## src/design/hashed_allocation_tracker_defines.svh

```systemverilog
// Assertion macros for the hashed allocation tracker.
`ifndef HASHED_ALLOCATION_TRACKER_DEFINES_SVH
`define HASHED_ALLOCATION_TRACKER_DEFINES_SVH
`ifndef SYNTH
`define HAT_ASSERT(lbl, clk, rstn, prop) \
  lbl: assert property (@(posedge clk) disable iff (!rstn) prop) else $error("lbl failed");
`define HAT_ASSERT_NR(lbl, clk, prop) \
  lbl: assert property (@(posedge clk) prop) else $error("lbl failed");
`else
`define HAT_ASSERT(lbl, clk, rstn, prop)
`define HAT_ASSERT_NR(lbl, clk, prop)
`endif
`endif

```

## src/design/hat_pkg.sv

```systemverilog
// Package with shared types, constants and the hash constants.
package hat_pkg;
  localparam int unsigned TableDepthDefault = 4096;
  localparam int unsigned KeyW = 64;
  localparam int unsigned SizeW = 48;
  localparam int unsigned StatusW = 3;
  localparam int unsigned SlotOutW = 12;

  localparam logic [63:0] HashMul1 = 64'hff51afd7ed558ccd;
  localparam logic [63:0] HashMul2 = 64'hc4ceb9fe1a85ec53;
  localparam int unsigned HashShift = 33;
  localparam int unsigned BudgetDiv = 5;

  typedef enum logic [2:0] {
    StOk        = 3'd0,
    StNull      = 3'd1,
    StDuplicate = 3'd2,
    StFull      = 3'd3,
    StUntracked = 3'd4,
    StHardLimit = 3'd5
  } status_e;

  typedef enum logic [1:0] {
    SlotEmpty = 2'd0,
    SlotUsed  = 2'd1,
    SlotTomb  = 2'd2
  } slot_e;

  // Datapath commands from the controller.
  typedef struct packed {
    logic load;
    logic mul_step;
    logic budget_chk;
    logic probe_rd;
    logic probe_adv;
    logic commit_rec;
    logic commit_rel;
    logic clear_wr;
  } hat_cmd_t;

  // Datapath status to the controller.
  typedef struct packed {
    logic key_zero;
    logic is_release;
    logic hard_limit;
    logic slot_free;
    logic slot_empty;
    logic key_match;
    logic scan_done;
    logic clear_done;
  } hat_stat_t;
endpackage

```

## src/design/hat_controller.sv

```systemverilog
// Controller state machine sequencing hash, budget check and probing.
module hat_controller import hat_pkg::*; (
  input  logic          clk_i,
  input  logic          rst_ni,
  input  logic          req_valid_i,
  output logic          req_ready_o,
  output logic          rsp_valid_o,
  input  logic          rsp_ready_i,
  output logic          rsp_load_o,
  output logic [2:0]    rsp_status_o,
  output logic          rsp_slot_en_o,
  output logic          rsp_warn_en_o,
  output hat_cmd_t      cmd_o,
  input  hat_stat_t     stat_i
);
  localparam logic [3:0] SClear = 4'd0;
  localparam logic [3:0] SIdle  = 4'd1;
  localparam logic [3:0] SHash  = 4'd2;
  localparam logic [3:0] SBudg  = 4'd3;
  localparam logic [3:0] SRead  = 4'd4;
  localparam logic [3:0] SEval  = 4'd5;
  localparam logic [3:0] SDone  = 4'd6;
  localparam logic [3:0] SLast  = 4'd7;

  logic [3:0] state_q, state_d;
  logic [2:0] hcnt_q;
  logic [2:0] st_q, st_d;
  logic       slot_q, slot_d, wen_q, wen_d;
  logic       out_v_q;

  always_comb begin
    state_d = state_q;
    st_d = st_q;
    slot_d = slot_q;
    wen_d = wen_q;
    cmd_o = '0;
    req_ready_o = 1'b0;
    unique case (state_q)
      SClear: begin
        cmd_o.clear_wr = 1'b1;
        if (stat_i.clear_done) state_d = SIdle;
      end
      SIdle: begin
        req_ready_o = 1'b1;
        if (req_valid_i) begin
          cmd_o.load = 1'b1;
          state_d = SHash;
        end
      end
      SHash: begin
        cmd_o.mul_step = 1'b1;
        if (hcnt_q == 3'd4) state_d = SBudg;
      end
      SBudg: begin
        slot_d = 1'b0;
        wen_d = 1'b0;
        if (stat_i.key_zero) begin
          st_d = StNull;
          state_d = SDone;
        end else begin
          cmd_o.budget_chk = 1'b1;
          state_d = SLast;
        end
      end
      SLast: begin
        wen_d = !stat_i.is_release;
        if (!stat_i.is_release && stat_i.hard_limit) begin
          st_d = StHardLimit;
          state_d = SDone;
        end else state_d = SRead;
      end
      SRead: begin
        cmd_o.probe_rd = 1'b1;
        state_d = SEval;
      end
      SEval: begin
        if (!stat_i.is_release) begin
          if (stat_i.slot_free) begin
            cmd_o.commit_rec = 1'b1;
            st_d = StOk;
            slot_d = 1'b1;
            state_d = SDone;
          end else if (stat_i.key_match) begin
            st_d = StDuplicate;
            state_d = SDone;
          end else if (stat_i.scan_done) begin
            st_d = StFull;
            state_d = SDone;
          end else begin
            cmd_o.probe_adv = 1'b1;
            state_d = SRead;
          end
        end else begin
          if (stat_i.slot_empty) begin
            st_d = StUntracked;
            state_d = SDone;
          end else if (stat_i.key_match) begin
            cmd_o.commit_rel = 1'b1;
            st_d = StOk;
            slot_d = 1'b1;
            state_d = SDone;
          end else if (stat_i.scan_done) begin
            st_d = StUntracked;
            state_d = SDone;
          end else begin
            cmd_o.probe_adv = 1'b1;
            state_d = SRead;
          end
        end
      end
      SDone: begin
        if (!out_v_q || rsp_ready_i) state_d = SIdle;
      end
      default: state_d = SIdle;
    endcase
  end

  assign rsp_load_o = (state_q == SDone) && (state_d == SIdle);

  always_ff @(posedge clk_i or negedge rst_ni) begin
    if (!rst_ni) begin
      state_q <= SClear;
      hcnt_q <= '0;
      st_q <= '0;
      slot_q <= 1'b0;
      wen_q <= 1'b0;
      out_v_q <= 1'b0;
    end else begin
      state_q <= state_d;
      st_q <= st_d;
      slot_q <= slot_d;
      wen_q <= wen_d;
      hcnt_q <= (state_q == SHash) ? hcnt_q + 1'b1 : '0;
      if (rsp_load_o) out_v_q <= 1'b1;
      else if (rsp_ready_i) out_v_q <= 1'b0;
    end
  end

  // The output register is loaded on leaving SDone, which waits while the previous result is held.
  assign rsp_valid_o = out_v_q;
  assign rsp_status_o = st_q;
  assign rsp_slot_en_o = slot_q;
  assign rsp_warn_en_o = wen_q;
endmodule

```

## config.mk

```make
export PLATFORM = sky130hd
export DESIGN_NAME = hat_controller
export DESIGN_NICKNAME = d
export VERILOG_FILES = /design/src/design/hashed_allocation_tracker_defines.svh /design/src/design/hat_pkg.sv /design/src/design/hat_controller.sv
export SDC_FILE = /design/constraint.sdc
export NUM_CORES = 1
export LEC_CHECK = 0
export ABC_AREA = 1
export BUFFER_PORTS_ARGS = -buffer_cell sky130_fd_sc_hd__buf_2
export CORE_UTILIZATION = 43
export DETAILED_ROUTE_END_ITERATION = 12
export MAX_ROUTING_LAYER = met4
export PLACE_DENSITY = 0.75
export SYNTH_ARGS = -nofsm -noshare
export SYNTH_HDL_FRONTEND = slang
export SYNTH_SLANG_ARGS = --single-unit
```

## constraint.sdc

```tcl
create_clock -name clk_i -period 1.05 [get_ports clk_i]
set_input_delay 0.105 -clock clk_i [delete_from_list [all_inputs] [get_ports clk_i]]
set_output_delay 0.105 -clock clk_i [all_outputs]
set_load 0.05 [all_outputs]
```

After elaboration in Yosys (flattened, before gate mapping)
Cells that the tools add are included.
{ "word_totals": {"reg_bits": 13, "input_bits": 12, "output_inout_bits": 16} }
{ "classes": {"eq_ne": 16, "addsub": 1, "n_mux": 50, "n_reduce_logical": 12} }
{ "ops": {"columns": ["operator", "n"], "rows": [
  ["$mux 3", 11],
  ["$mux 4", 8],
  ["$pmux 4 s8", 1],
  ["$mux 1", 25],
  ["$eq 4x3->1 const B", 4],
  ["$ne 5x5->1 const B", 2],
  ["$ne 3x3->1 const B", 3],
  ["$pmux 3 s3", 1],
  ["$eq 4x1->1 const B", 2],
  ["$eq 4x2->1 const B", 2],
  ["$reduce_bool 2->1", 3],
  ["$reduce_and 5->1", 1],
  ["$logic_not 4->1", 1],
  ["$mux 2", 2],
  ["$ne 2x2->1 const B", 2],
  ["$pmux 1 s2", 2],
  ["$reduce_and 4->1", 1],
  ["$add 3x1->3 const B", 1],
  ["$eq 3x3->1 const B", 1],
  ["$reduce_bool 3->1", 1],
  ["$logic_and 1x1->1", 2],
  ["$logic_not 1->1", 2],
  ["$logic_or 1x1->1", 1]
]} }

Depth between registers and ports, before layout
{ "logic_depth": {"ltp_word": 8, "depth_mapped": 8} }

Worst setup path after synthesis
Ideal clock, no wire load.
{ "synth_timing": {"path_type": "reg-to-reg", "start": "register state_q[3]", "end": "register state_q[0]", "setup_slack_ns": -0.899, "stages_incl_launch_ff": 6, "n_path_buf": 0, "synth_period_minus_slack_ns": 1.949, "t_required_ns": 0.978, "t_arrival_ns": 1.877, "setup_time_ns": 0.072, "cell_sequence": "dfrtp_1 inv_1 nand2_2 nor3_1 nor3_1 nand3_1"} }
{ "synth_via": {"elab_chain_cells": 2, "elab_cells_between_ends": 9} }
{ "synth_lines": {"columns": ["element", "line", "text"], "rows": [
  ["from (decl)", "hat_controller.sv:25", "logic [3:0] state_q, state_d;"],
  ["from (signal assigned)", "hat_controller.sv:122", "state_q <= SClear;"],
  ["from (signal assigned)", "hat_controller.sv:129", "state_q <= state_d;"],
  ["$eq 4x3->1, or another cell as far along", "hat_controller.sv:38", "unique case (state_q)"],
  ["$pmux 4 s8 (*)", "hat_controller.sv:38", null],
  ["named net state_d[0]", "hat_controller.sv:25", null]
]} }
Mark *: on every way through the listed nets, which the timed path passes. The rest lies on a longest branch.
A chain may end at the register's enable or synchronous reset.

==> impl_metrics.env <==
export IMPL_cp_top_family="flip-flops"
export IMPL_cts_buffers_inserted=3
export IMPL_cts_tree="yes"
export IMPL_setup_viol=21
export IMPL_drt_first_pass_iters=4
export IMPL_root_buffer="clkbuf_4"
export IMPL_die_x_um=45.39
export IMPL_hpwl_um=1610
export IMPL_hp_class="input port to flop"
export IMPL_grt_pass1_vias=891
export IMPL_syn_instance_count=113
export IMPL_period_needed_ps=1507
export IMPL_cp_cell_sequence="nor2_4 -> buf_4 -> nand2_2 -> clkinvlp_4 -> buf_8"
export IMPL_crit_path_end_kind="primary output"
export IMPL_crit_type="flop to primary output"
export IMPL_hold_start="rsp_ready_i"
export IMPL_gp_congestion=0.8566
export IMPL_vdd_drop_max_mv=1.054
export IMPL_status="complete, but fails checks"
export IMPL_clock_fmax_ghz=0.6634
export IMPL_r2r_end="state_q[0]"
export IMPL_period_share_pct=143.6
export IMPL_num_rows=15
export IMPL_viasPerCell=5.207
export IMPL_core_um2=1745
export IMPL_slowest_stage="dfrtp_2"
export IMPL_leakage_uw=0.0007024
export IMPL_wl_um=2769
export IMPL_antenna_found_initial=0
export IMPL_fill_cells=103
export IMPL_cp_arrival_ps=1400
export IMPL_hold_end="rsp_valid_o"
export IMPL_drc=0
export IMPL_num_vias=1005
export IMPL_ios=28
export IMPL_wl_per_cell_um=14.35
export IMPL_multi_input_area_um2=533.0
export IMPL_rr_worst_depth=7
export IMPL_rsz0062_at_grt="true"
export IMPL_dieHeight_um=45.39
export IMPL_grt_overflow=0
export IMPL_critPathMaxFanout=5
export IMPL_p_per_area_nw_per_um2=1638
export IMPL_yosys_warnings=0
export IMPL_whs_ps=58.23
export IMPL_grt_start_max_net_pins=14
export IMPL_cts_max_path_buffers=2
export IMPL_io_buffers=27
export IMPL_seqCellArea_um2=331.6
export IMPL_track_usage_pct=27.94
export IMPL_ant_nets=0
export IMPL_r2r_start="state_q[0]"
export IMPL_grt_pass1_wl_um=3864
export IMPL_start_util_pct=46.38
export IMPL_yosys_register_bits=13
export IMPL_crit_path_start_kind="flop"
export IMPL_avgSynthCellArea_um2=7.164
export IMPL_layout_common_cells="nand2_1, buf_4, buf_2"
export IMPL_area_growth_pct=76.66
export IMPL_crit_required_ps=940
export IMPL_p_total_uw=2342
export IMPL_synth_nets=127
export IMPL_cp_depth=5
export IMPL_synth_yosys_seq_area_share_pct=40.19
export IMPL_synth_cell_types=20
export IMPL_clkSlewWorstSetupHoldPaths_ps=90
export IMPL_htreeDepth=1
export IMPL_placed_area_um2=1154
export IMPL_drv_cap=0
export IMPL_finalMaxSlewViolations=0
export IMPL_cp_num_buf_inv=3
export IMPL_max_stage_delay_ps=470
export IMPL_clock_skew_ps=2.465
export IMPL_finalWorstSetupSlack_ps=-457.3
export IMPL_clk_latency_ps=290
export IMPL_drive_gt1_share_pct=57.74
export IMPL_r2r_setup_slack_ps=-320
export IMPL_num_nets_final=183
export IMPL_antenna_cells=0
export IMPL_whs_path_depth=2
export IMPL_final_area_um2=1430
export IMPL_synthesis_area_um2=809.5
export IMPL_hold_viol=0
export IMPL_drt_iter0_markers=23
export IMPL_clock_sinks=13
export IMPL_violations="negative setup slack"
export IMPL_die_area_um2=2060
-- worst max-delay path by stage --
stage / end / start / slack, ps
final: cmd_o[6] / state_q[3] / -460
after global routing: cmd_o[6] / state_q[3] / -510
after CTS: cmd_o[5] / state_q[2] / -430
after detailed placement: cmd_o[7] / state_q[3] / -260
after global placement: cmd_o[7] / state_q[3] / -220
after floorplan: rsp_status_o[1] / state_q[1] / -310
-- synth_stat cells --
cell,count,share of area (%)
inv_1,18,8.3
nand3_1,11,6.8
nor2_1,14,6.5
nor3_1,5,3.1
nand2_4,1,1.4
o21ai_0,7,4.3
nand3_2,2,2.5
conb_1,1,0.46
dfrtp_1,13,40
nand2_2,2,1.5
xnor2_1,1,1.1
o21ai_2,1,1.1
clkinv_2,1,0.62
nor2_4,2,2.8
inv_2,1,0.46
o21ai_1,1,0.62
nand2_1,26,12
o22ai_1,1,0.77
nor2_2,3,2.3
ha_1,2,3.1
-- report_power, final --
group	switching (µW)	internal, µW	leakage [µW]
combinational	834	471	0.000520
sequential	99.6	603	0.000165
clock	192	142	0.0000177
-- per-layer routing --
layer  share of wire, %  global-route usage (%)
met5                  0                       -
met4                6.2                   13.33
met3                4.9                   4.365
met2                 49                   46.00
met1                 40                   33.08
-- cells by family (layout without fill, tap and decap cells) --
| group | count (synthesis) | in the layout | synth area share, % |
|---|---|---|---|
| flops | 13 | 13 | 40.19 |
| simple gates | 66 | 66 | 38.95 |
| fa+ha+maj | 2 | 2 | 3.091 |
| xor+xnor | 1 | 1 | 1.082 |
| other cells | 1 | 1 | 0.4632 |
| compound gates | 10 | 10 | 6.800 |
| buf+inv | 20 | 75 | 9.426 |
-- layout make-up --
| type | count | share of cell area [%] |
|---|---|---|
| clock inverters | 1 | 0.3500 |
| flip-flops and latches | 13 | 23.18 |
| multi-input cells | 80 | 37.27 |
| inverters | 20 | 6.474 |
| repair buffers | 51 | 28.96 |
| well taps | 25 | 2.187 |
| clock buffers | 3 | 1.575 |
-- worst register-to-register path, delay by kind of cell (launching register included) --
kind                   cells  cell delay (ps)
buffers and inverters      3              360
DFF                        1              490
and+or+nand+nor            4              410
-- through the flow --
step	setup WS, ps	instances	util [%]	TNS (ps)
floorplan	-311.0	113	-	-2849
global placement	-224.5	177	66.09	-2751
detailed placement	-257.0	177	66.09	-3294
CTS	-432.1	185	75.48	-5480
global route	-514.9	193	81.94	-7862
finish	-457.3	193	81.94	-6425
-- sequential cells by signal, summed over array words and instances, names as in the netlist --
name and flops:
hcnt_q 3, rsp_slot_en_o 1, rsp_status_o 3, rsp_valid_o 1, rsp_warn_en_o 1, state_q 4
-- timing repair --
action                                 4_1_cts  5_1_grt
buffers inserted                             4        8
gates resized for setup                     36       15
hold buffers                                 1        0
pin swaps                                    7        3
endpoints found under the hold margin       13        0
setup endpoints to repair                   20       24
(Power assumes the default switching activity.)
